### config.mk
export PLATFORM = sky130hd
export DESIGN_NAME = vertex_component_to_float
export DESIGN_NICKNAME = d
export VERILOG_FILES = /design/src/rtl/vctf_pkg.sv /design/src/rtl/vctf_decode.sv /design/src/rtl/vertex_component_to_float.sv
export SDC_FILE = /design/constraint.sdc
export NUM_CORES = 1
export LEC_CHECK = 0
export BUFFER_PORTS_ARGS = -buffer_cell sky130_fd_sc_hd__buf_2
export CORE_AREA = 2 2 250 252
export DETAILED_ROUTE_END_ITERATION = 12
export DIE_AREA = 0 0 252 254
export PLACE_DENSITY = 0.52
export SLEW_MARGIN = 20
export SYNTH_ARGS = -nofsm -noshare
export SYNTH_HDL_FRONTEND = slang
export SYNTH_SLANG_ARGS = --single-unit
### constraint.sdc
create_clock -name clk -period 4.85 [get_ports clk]
set_input_delay 0.2425 -clock clk [delete_from_list [all_inputs] [get_ports clk]]
set_output_delay 0.2425 -clock clk [all_outputs]
set_load 0.05 [all_outputs]
### src/rtl/vctf_pkg.sv
// ----------------------------------------------------------------------------
// vctf_pkg
// Shared types, format codes and helpers for the vertex component converter.
// ----------------------------------------------------------------------------
package vctf_pkg;

	localparam logic [3:0] FMT_S8     = 4'd0;
	localparam logic [3:0] FMT_U8     = 4'd1;
	localparam logic [3:0] FMT_S16    = 4'd2;
	localparam logic [3:0] FMT_U16    = 4'd3;
	localparam logic [3:0] FMT_S32    = 4'd4;
	localparam logic [3:0] FMT_U32    = 4'd5;
	localparam logic [3:0] FMT_FLOAT  = 4'd6;
	localparam logic [3:0] FMT_DOUBLE = 4'd7;

	localparam logic [3:0] REG_FORMAT = 4'd0;
	localparam logic [3:0] REG_NORM   = 4'd1;

	localparam logic [31:0] F32_ONE   = 32'h3f80_0000;
	localparam logic [31:0] F32_INF   = 32'h7f80_0000;
	localparam logic [31:0] F32_QNAN  = 32'h7fc0_0000;

	// decoded request, ready for the alignment shift
	typedef struct packed {
		logic        special;   // spec_val is the final result
		logic [31:0] spec_val;
		logic        sign;
		logic [63:0] wpre;      // significand window, aligned by the lsh then rsh shift
		logic [4:0]  lsh;
		logic [4:0]  rsh;
		logic [7:0]  eadj;      // biased exponent minus one
		logic        force_st;  // value has an endless binary expansion
	} dec_t;

	function automatic logic [4:0] lzc32(input logic [31:0] x);
		logic [4:0] n;
		n = 5'd0;
		for (int i = 0; i < 32; i++) begin
			if (x[i]) n = 5'(31 - i);
		end
		return n;
	endfunction

endpackage

### src/rtl/vctf_decode.sv
// ----------------------------------------------------------------------------
// vctf_decode
// Splits a raw component into sign, significand window, shifts and exponent.
// ----------------------------------------------------------------------------
module vctf_decode (
	input  logic [3:0]    fmt,
	input  logic          norm,
	input  logic [63:0]   raw,
	output vctf_pkg::dec_t dec
);

	logic        sgn;
	logic [31:0] mag;
	logic [15:0] nmag;
	logic [15:0] unity;
	logic        use_norm;
	logic        is_int;
	logic [63:0] rep;
	logic [4:0]  lz;
	logic [10:0] de;
	logic [10:0] dsh;

	always_comb begin
		sgn      = 1'b0;
		mag      = 32'd0;
		unity    = 16'd0;
		rep      = 64'd0;
		is_int   = 1'b0;
		use_norm = 1'b0;
		nmag     = 16'd0;
		case (fmt)
			vctf_pkg::FMT_S8: begin
				sgn  = raw[7];
				nmag = {8'd0, sgn ? 8'(-raw[7:0]) : raw[7:0]};
				unity = 16'd127;
				rep = 64'({10{nmag[6:0]}} >> 6);
				is_int = 1'b1; use_norm = norm;
			end
			vctf_pkg::FMT_U8: begin
				nmag = {8'd0, raw[7:0]};
				unity = 16'd255;
				rep = {8{nmag[7:0]}};
				is_int = 1'b1; use_norm = norm;
			end
			vctf_pkg::FMT_S16: begin
				sgn  = raw[15];
				nmag = sgn ? 16'(-raw[15:0]) : raw[15:0];
				unity = 16'd32767;
				rep = 64'({5{nmag[14:0]}} >> 11);
				is_int = 1'b1; use_norm = norm;
			end
			vctf_pkg::FMT_U16: begin
				nmag = raw[15:0];
				unity = 16'd65535;
				rep = {4{nmag}};
				is_int = 1'b1; use_norm = norm;
			end
			vctf_pkg::FMT_S32: begin
				sgn = raw[31];
				is_int = 1'b1;
			end
			vctf_pkg::FMT_U32: begin
				is_int = 1'b1;
			end
			default: begin
			end
		endcase
		if (fmt == vctf_pkg::FMT_S32) mag = sgn ? 32'(-raw[31:0]) : raw[31:0];
		else if (fmt == vctf_pkg::FMT_U32) mag = raw[31:0];
		else mag = {16'd0, nmag};
	end

	assign lz  = vctf_pkg::lzc32(use_norm ? rep[63:32] : mag);
	assign de  = raw[62:52];
	assign dsh = 11'd897 - de;

	always_comb begin
		dec          = '0;
		dec.sign     = sgn;
		if (is_int && use_norm) begin
			if (nmag == 16'd0) begin
				dec.special = 1'b1;
			end else if (nmag == unity) begin
				dec.special  = 1'b1;
				dec.spec_val = {sgn, 31'd0} | vctf_pkg::F32_ONE;
			end else if (nmag > unity) begin
				dec.special  = 1'b1;
				dec.spec_val = {1'b1, 31'd0} | vctf_pkg::F32_ONE;
			end else begin
				dec.wpre     = rep;
				dec.lsh      = lz;
				dec.eadj     = 8'd125 - {3'd0, lz};
				dec.force_st = 1'b1;
			end
		end else if (is_int) begin
			if (mag == 32'd0) begin
				dec.special = 1'b1;
			end else begin
				dec.wpre = {mag, 32'd0};
				dec.lsh  = lz;
				dec.eadj = 8'd157 - {3'd0, lz};
			end
		end else if (fmt == vctf_pkg::FMT_FLOAT) begin
			dec.special  = 1'b1;
			dec.spec_val = raw[31:0];
		end else if (fmt == vctf_pkg::FMT_DOUBLE) begin
			dec.sign = raw[63];
			dec.wpre = {1'b1, raw[51:0], 11'd0};
			if (de == 11'h7ff) begin
				dec.special  = 1'b1;
				dec.spec_val = (raw[51:0] == 52'd0) ? ({raw[63], 31'd0} | vctf_pkg::F32_INF)
					: ({raw[63], 31'd0} | vctf_pkg::F32_QNAN | {9'd0, raw[51:29]});
			end else if (de == 11'd0) begin
				dec.special  = 1'b1;
				dec.spec_val = {raw[63], 31'd0};
			end else if (de > 11'd1150) begin
				dec.special  = 1'b1;
				dec.spec_val = {raw[63], 31'd0} | vctf_pkg::F32_INF;
			end else if (de >= 11'd897) begin
				dec.eadj = 8'(de - 11'd897);
			end else if (dsh > 11'd25) begin
				dec.special  = 1'b1;
				dec.spec_val = {raw[63], 31'd0};
			end else begin
				dec.rsh = dsh[4:0];
			end
		end else begin
			dec.special = 1'b1;
		end
	end

endmodule

### src/rtl/vertex_component_to_float.sv
// ----------------------------------------------------------------------------
// vertex_component_to_float
// Converts one raw vertex attribute component to IEEE single precision.
// ----------------------------------------------------------------------------
//  channel  direction  handshake              payload
//  in       sink       in_valid / in_stall    raw_component[63:0]
//  out      source     out_valid / out_stall  float_bits[31:0]
//  cfg      sink       cfg_we                 cfg_index[3:0], cfg_wdata[3:0]
//
//  One request per cycle unless out_stall holds the pipe; stages decode, align shift, round.
//  Stages advance independently, so bubbles are squeezed out under stall.
//  Reset clears stage valids and loads format float, normalise off.
module vertex_component_to_float (
	input  logic        clk,
	input  logic        arst_n,
	input  logic        in_valid,
	output logic        in_stall,
	input  logic [63:0] raw_component,
	output logic        out_valid,
	input  logic        out_stall,
	output logic [31:0] float_bits,
	input  logic        cfg_we,
	input  logic [3:0]  cfg_index,
	input  logic [3:0]  cfg_wdata
);

	logic [3:0]      fmt_q;
	logic            norm_q;
	vctf_pkg::dec_t  dec;
	vctf_pkg::dec_t  d_s1;
	logic            v_s1, v_s2, v_s3;
	logic            en1, en2, en3;
	logic [63:0]     wsh;
	logic [63:0]     lostmask;
	logic [24:0]     w_s2;
	logic            st_s2, sign_s2, spec_s2;
	logic [31:0]     sval_s2;
	logic [7:0]      eadj_s2;
	logic            up;
	logic [30:0]     body;
	logic [31:0]     res_s3;

	always_ff @(posedge clk or negedge arst_n) begin
		if (!arst_n) begin
			fmt_q  <= vctf_pkg::FMT_FLOAT;
			norm_q <= 1'b0;
		end else if (cfg_we) begin
			if (cfg_index == vctf_pkg::REG_FORMAT) fmt_q <= cfg_wdata;
			else if (cfg_index == vctf_pkg::REG_NORM) norm_q <= cfg_wdata[0];
		end
	end

	assign en3      = !v_s3 || !out_stall;
	assign en2      = !v_s2 || en3;
	assign en1      = !v_s1 || en2;
	assign in_stall = !en1;

	vctf_decode u_dec (
		.fmt  (fmt_q),
		.norm (norm_q),
		.raw  (raw_component),
		.dec  (dec)
	);

	always_ff @(posedge clk or negedge arst_n) begin
		if (!arst_n) begin
			v_s1 <= 1'b0;
			v_s2 <= 1'b0;
			v_s3 <= 1'b0;
		end else begin
			if (en1) v_s1 <= in_valid;
			if (en2) v_s2 <= v_s1;
			if (en3) v_s3 <= v_s2;
		end
	end

	always_ff @(posedge clk) begin
		if (en1 && in_valid) d_s1 <= dec;
	end

	assign wsh      = (d_s1.wpre << d_s1.lsh) >> d_s1.rsh;
	assign lostmask = (64'd1 << d_s1.rsh) - 64'd1;

	always_ff @(posedge clk) begin
		if (en2 && v_s1) begin
			w_s2    <= wsh[63:39];
			st_s2   <= (|wsh[38:0]) || (|(d_s1.wpre & lostmask)) || d_s1.force_st;
			sign_s2 <= d_s1.sign;
			spec_s2 <= d_s1.special;
			sval_s2 <= d_s1.spec_val;
			eadj_s2 <= d_s1.eadj;
		end
	end

	assign up   = w_s2[0] && (st_s2 || w_s2[1]);
	assign body = {eadj_s2, 23'd0} + {7'd0, w_s2[24:1]} + {30'd0, up};

	always_ff @(posedge clk) begin
		if (en3 && v_s2) res_s3 <= spec_s2 ? sval_s2 : {sign_s2, body};
	end

	assign out_valid  = v_s3;
	assign float_bits = res_s3;

endmodule

==> results.json, run 1 <==
{
  "status": "completed",
  "avgSynthCellArea_um2": 9.22,
  "cp_max_fo": 23,
  "fmax_ghz": 0.219,
  "critPathArrivalTime_ps": 4850,
  "worstReg2RegStart": "d_s1[17]",
  "cpMostUsedCell": "mux4_2",
  "critical_path_required_ps": 5130,
  "hold_violations": 0,
  "detail-route-antenna-nets": 0,
  "cts_buffer_depth": 3,
  "syn-num-nets": 2605,
  "cts_htree_levels": 1,
  "totalNegativeSetupSlack_ps": 0,
  "dp_hpwl_mm": 87.1,
  "cts_tree": "yes",
  "setup_viol": 0,
  "maxCapViolCount": 0,
  "core-area_mm2": 0.0613,
  "r2r_setup_slack_ps": 280,
  "post_drt_wl_per_cell_um": 32.0,
  "drt-initial-drc-count": 3505,
  "yosysWarnings": 0,
  "post-place-ws_ps": 141,
  "gp_congestion": 1.03,
  "clkTransAtPathRegs_ps": 60,
  "hp-class": "in2reg",
  "port-buffer-count": 110,
  "r2r-end": "st_s2",
  "grt_pass1_wl_mm": 160,
  "n_fill_cell": 6072,
  "crit_chain": "buf_12 -> buf_4 -> mux4_2 -> mux4_2 -> a221oi_1 -> o221ai_1 -> nor3_2 -> mux2_2 -> o22ai_1 -> a21oi_1 -> nand4_1 -> nor4_2 -> o211ai_1",
  "initial_core_util_pct": 37.7,
  "vias": 24000,
  "async_flop_share_pct": 3.56,
  "slew_violations": 0,
  "cts_sinks": 225,
  "area_growth_pct": 15.3,
  "ioPinCount": 111,
  "syn_area_mm2": 0.0231,
  "synth_edf_count": 217,
  "path_delay_family": "multiplexers",
  "drc": 0,
  "rows": 91,
  "antenna_cells": 0,
  "wl_mm": 111,
  "holdPathEnd": "fmt_q[2]",
  "grt_max_degree": 69,
  "cpPeakStageDelay_ps": 660,
  "hold-path-cell-count": 4,
  "grt_pass1_vias": 22800,
  "vias_per_cell": 6.91,
  "cp_slowest_cell": "mux4_2",
  "start_kind": "flop",
  "fp.dieH_um": 254,
  "die_x_um": 252,
  "slew_headroom_pct": 26.4,
  "drtPass1Iterations": 8,
  "post-route-period-util_pct": 94.2,
  "ir_worst_vdd_v": 0.000243,
  "tightest_slew_ps": 1100,
  "mostFrequentLayoutCell": "nand2_1",
  "power_density_mw_per_mm2": 452,
  "hp-start": "cfg_index[3]",
  "final_util_pct": 43.5,
  "critPathKind": "reg2reg",
  "worstRegToRegCells": 13,
  "ys.flop_type": "edfxtp_1",
  "cts_root_buf": "clkbuf_16",
  "synth_cell_types": 100,
  "p_leak_nw": 9.91,
  "synth_seq_cells": 225,
  "finalClockSkew_ps": 22.2,
  "most-common-layout-cells": "nand2_1 (253), buf_4 (231), edfxtp_1 (217), nor2_1 (182), o21ai_0 (155)",
  "setup_slack_ps": 279,
  "grt_overflow": 0,
  "ys_seq_area_share_pct": 29.1,
  "grt_antenna_before_repair": 9,
  "grt_usage_pct": 34.0,
  "cts_made_buffers": 26,
  "drive_above_1_share_pct": 24.1,
  "clkLatencyLatePin_ps": 560,
  "die_area_mm2": 0.0640,
  "critPathBufInv": 2,
  "fin_nets": 2770,
  "cp-end-kind": "flop",
  "syn_inst": 2505,
  "layout_min_cycle_time_ps": 4570,
  "grt_setup_unrepaired": "no"
}
-- what timing repair did --
action	in CTS	in global routing
hold buffers	8	0
setup buffers	0	1
gates resized for setup	0	1
endpoints found under the setup margin	0	1
endpoints found under the hold margin	16	0
-- metal layers --
| metal | vias up | part of all wire, % | global-route usage (%) |
|---|---|---|---|
| met5 | - | 0.066 | 0 |
| met4 | 10 | 4.9 | 13.8 |
| met3 | 299 | 9.9 | 6.70 |
| met2 | 1622 | 44 | 52.5 |
| met1 | 11900 | 41 | 46.6 |
| li1 | 10200 | - | - |
-- cell usage after synthesis (all sizes together), types with 26 or more instances --
cell type  number  area (µm²)
a211oi         31         233
a21o           33         248
a21oi         104         524
a22o           50         438
a22oi          32         240
a31oi          49         307
and2           34         213
buf            80         425
clkbuf        146         548
edfxtp        217        6520
inv            42         158
mux2           66         743
mux2i         109        1090
mux4          128        2910
nand2         253         950
nand2b         39         244
nand3          78         390
nand4          27         169
nor2          185         709
nor2b          30         188
nor3           64         342
nor3b          26         200
nor4           31         228
o211ai         29         218
o21ai         157         786
o22ai          48         300
xnor2          37         324
-- per-stage QoR --
stage / power, mW / instance area [µm²] / hold WS, ps / std cells
4_1_cts: 11.8 / 26600 / 25.1 / 3478
5_1_grt: 12.5 / 26600 / 64.2 / 3480
2_1_floorplan: 7.12 / 23100 / -53.1 / 2505
3_5_place_dp: 9.88 / 25700 / 110 / 3422
6_report: 12.0 / 26600 / 38.0 / 3480
3_3_place_gp: 9.89 / 25700 / 102 / 3422
-- worst register-to-register path: stages (launching register included) --
cell      delay [ps]
edfxtp_1         390
buf_12           200
buf_4            270
mux4_2           660
mux4_2           550
a221oi_1         510
o221ai_1         260
nor3_2           340
mux2_2           250
o22ai_1           80
a21oi_1          250
nand4_1          140
nor4_2           270
o211ai_1         120
-- worst max-delay path by stage --
stage | end | start | cells after the start | slack [ps]
floorplan | st_s2 | d_s1[9] | 19 | 430
global placement | d_s1[4] | raw_component[1] | 16 | 150
detailed placement | d_s1[52] | raw_component[1] | 18 | 140
CTS | st_s2 | d_s1[15] | 14 | 350
global route | st_s2 | d_s1[17] | 15 | 130
finish | st_s2 | d_s1[17] | 13 | 280
-- sequential cells by signal (all words and copies together) (netlist names) --
register    count
v_s2            1
spec_s2         1
v_s1            1
fmt_q           4
st_s2           1
eadj_s2         8
d_s1          117
w_s2           25
sign_s2         1
sval_s2        32
norm_q          1
out_valid       1
float_bits     32
-- logic make-up after synthesis --
kind of cell / synth area share [%]
XOR/XNOR: 2.35
multiplexers: 20.5
buffers and inverters: 4.93
AND/OR/NAND/NOR: 19.0
adder cells (fa/ha/maj): 1.29
flip-flops: 29.1
AO/OA/AOI/OAI: 22.8
-- where the power goes --
part | internal, mW | switching, mW
Clock | 1.10 | 0.797
Combinational | 2.88 | 4.37
Sequential | 2.54 | 0.335
-- final cells by class --
class / instances / area, µm² / share of cell area [%]
multi-input combinational: 2010 / 15300 / 57.4
sequential: 225 / 6720 / 25.2
timing repair buffer: 363 / 2650 / 9.96
tap: 790 / 988 / 3.71
clock buffer: 34 / 681 / 2.56
inverter: 44 / 165 / 0.620
clock inverter: 14 / 148 / 0.554
Note: power is estimated with default switching activity, not from simulation.
==> run 2, diff against run 1 <==
--- a/config.mk
+++ b/config.mk
@@ -7,6 +7,7 @@
 export LEC_CHECK = 0
 export BUFFER_PORTS_ARGS = -buffer_cell sky130_fd_sc_hd__buf_2
 export CORE_AREA = 2 2 250 252
+export CTS_BUF_LIST = sky130_fd_sc_hd__clkbuf_8
 export DETAILED_ROUTE_END_ITERATION = 12
 export DIE_AREA = 0 0 252 254
 export PLACE_DENSITY = 0.52
==> run 2 against run 1 <==
Net effect: sequential share of layout area about the same; critical endpoint is now d_s1[60]; non-clock buffer count up 8; cell count up 0.86%; combinational power about the same; sequential power about the same; critical path depth stayed put; critical path type unchanged; global-route usage rose by 0.21 points; worst setup slack lost 12 ps; clock skew increased by 27 ps; largest cell class unchanged; wire length grew 0.14%; cell area grew 0.18%.
==> results.json, run 2 (synthesized netlist as in run 1, its figures left out) <==
{
  "cpPeakStageDelay_ps": 870,
  "path_delay_family": "compound AO/OA/AOI/OAI gates",
  "drive_above_1_share_pct": 24.2,
  "pwr-share-seq_pct": 24.1,
  "initial_core_util_pct": 37.7,
  "power_density_mw_per_mm2": 446,
  "top_register": "d_s1",
  "grt_overflow": 0,
  "grt_usage_pct": 34.2,
  "post_drt_wl_per_cell_um": 31.7,
  "setup_viol": 0,
  "slew_headroom_pct": 27.3,
  "grt_max_degree": 69,
  "drc": 0,
  "cp-end-kind": "flop",
  "cp_max_fo": 23,
  "cp_slowest_cell": "or4b_2",
  "use_met2_pct": 52.7,
  "drt-initial-drc-count": 3645,
  "wl_mm": 111,
  "critPathArrivalTime_ps": 4880,
  "slew_violations": 0,
  "port-buffer-count": 110,
  "cts_sinks": 225,
  "grt_antenna_before_repair": 9,
  "gp_congestion": 1.03,
  "dp_hpwl_mm": 87.1,
  "cts_tree": "yes",
  "p_clk_share_pct": 15.0,
  "p_total_mw": 11.9,
  "post-route-period-util_pct": 94.5,
  "critical_path_required_ps": 5150,
  "worstRegToRegCells": 13,
  "top_usage_layer": "met2",
  "vias": 24100,
  "critPathBufInv": 4,
  "ir_worst_vdd_v": 0.000178,
  "fp.dieH_um": 254,
  "crit_chain": "or4b_2 -> o32ai_1 -> buf_4 -> ha_1 -> a21o_1 -> a21o_1 -> a21oi_1 -> o2111ai_1 -> nand2b_1 -> inv_2 -> buf_4 -> a222oi_1 -> inv_1",
  "p_leak_nw": 9.97,
  "fin_nets": 2791,
  "vias_per_cell": 6.87,
  "dp_cells": 3422,
  "use_met3_pct": 6.78,
  "mostFrequentLayoutCell": "nand2_1",
  "finalNonFillerCells": 3510,
  "grt_pass1_wl_mm": 161,
  "start_kind": "flop",
  "core-area_mm2": 0.0613,
  "fmax_ghz": 0.218,
  "critPathKind": "reg2reg",
  "totalNegativeSetupSlack_ps": 0,
  "path_depth": 13,
  "clkLatencyLatePin_ps": 610,
  "hold-path-cell-count": 2,
  "netSwitchingPower_mw": 5.51,
  "layout_min_cycle_time_ps": 4580,
  "power_frac_comb_pct": 60.9,
  "ioPinCount": 111,
  "hold_violations": 0,
  "grt_setup_unrepaired": "no",
  "hold_ws_ps": 75.6,
  "cts_root_buf": "clkbuf_8",
  "status": "completed",
  "most-common-layout-cells": "nand2_1 (253), buf_4 (231), edfxtp_1 (217), nor2_1 (182), o21ai_0 (155)",
  "finalClockSkew_ps": 49.0,
  "drtPass1Iterations": 6,
  "cts_htree_levels": 2,
  "hp-class": "in2reg",
  "switching_share_pct": 46.2,
  "clkTransAtPathRegs_ps": 60,
  "internal-power_mw": 6.40,
  "die_area_mm2": 0.0640,
  "grt_pass1_vias": 23000,
  "tightest_slew_ps": 1090,
  "rows": 91,
  "cts_made_buffers": 39,
  "die_x_um": 252,
  "detail-route-antenna-nets": 0,
  "use_met1_pct": 46.7,
  "cts_buffer_depth": 3,
  "maxCapViolCount": 0,
  "area_growth_pct": 15.6,
  "final_util_pct": 43.6,
  "largest_reg_flops": 117
}
-- run 2: stage by stage --
stage	cell area [µm²]	worst slack, ps
after floorplan	23100	431
after global placement	25700	151
after detailed placement	25700	141
after CTS	26600	351
after global routing	26700	98.7
final	26700	268
-- run 2: power by group through the flow --
| stage | clock, mW | sequential (mW) | combinational, mW |
|---|---|---|---|
| global route | 1.93 | 2.90 | 7.58 |
| detailed placement | 0 | 2.91 | 6.97 |
| floorplan | 0 | 2.87 | 4.26 |
| global placement | 0 | 2.90 | 6.99 |
| finish | 1.79 | 2.87 | 7.25 |
| CTS | 1.84 | 2.87 | 7.01 |
-- run 2: area by class of cell --
cell class / instances / area (µm²)
clock buffer: 39 / 537
clock inverter: 30 / 258
fill: 6072 / 34600
multi-input combinational: 2010 / 15300
antenna: 1 / 2.50
inverter: 44 / 165
sequential: 225 / 6720
timing repair buffer: 371 / 2730
tap: 790 / 988
-- run 2: worst paths after layout --
path,slack (ps),to,startpoint
min in group asynchronous,140,fmt_q[2],arst_n
hold reg to reg,410,sval_s2[15],d_s1[99]
max in group asynchronous,3880,out_valid,arst_n
setup / recovery,270,d_s1[60],fmt_q[1]
hold / removal,80,d_s1[79],raw_component[49]
setup reg to reg,270,d_s1[60],fmt_q[1]
-- run 2: worst register-to-register path, cell delays in order (launching register included) --
cell	delay (ps)
dfstp_2	690
or4b_2	870
o32ai_1	460
buf_4	210
ha_1	140
a21o_1	110
a21o_1	110
a21oi_1	70
o2111ai_1	580
nand2b_1	290
inv_2	80
buf_4	230
a222oi_1	340
inv_1	110
-- run 2: routing by layer --
layer,share of wire [%],routed length [µm]
met5,0.040,44
met4,5.0,5540
met3,10,11200
met2,44,48900
met1,41,45700
-- run 2: repair_timing --
action	in CTS	in global routing
endpoints found under the setup margin	0	1
setup buffers	0	1
endpoints found under the hold margin	18	0
hold buffers	16	0
resized for setup	0	1
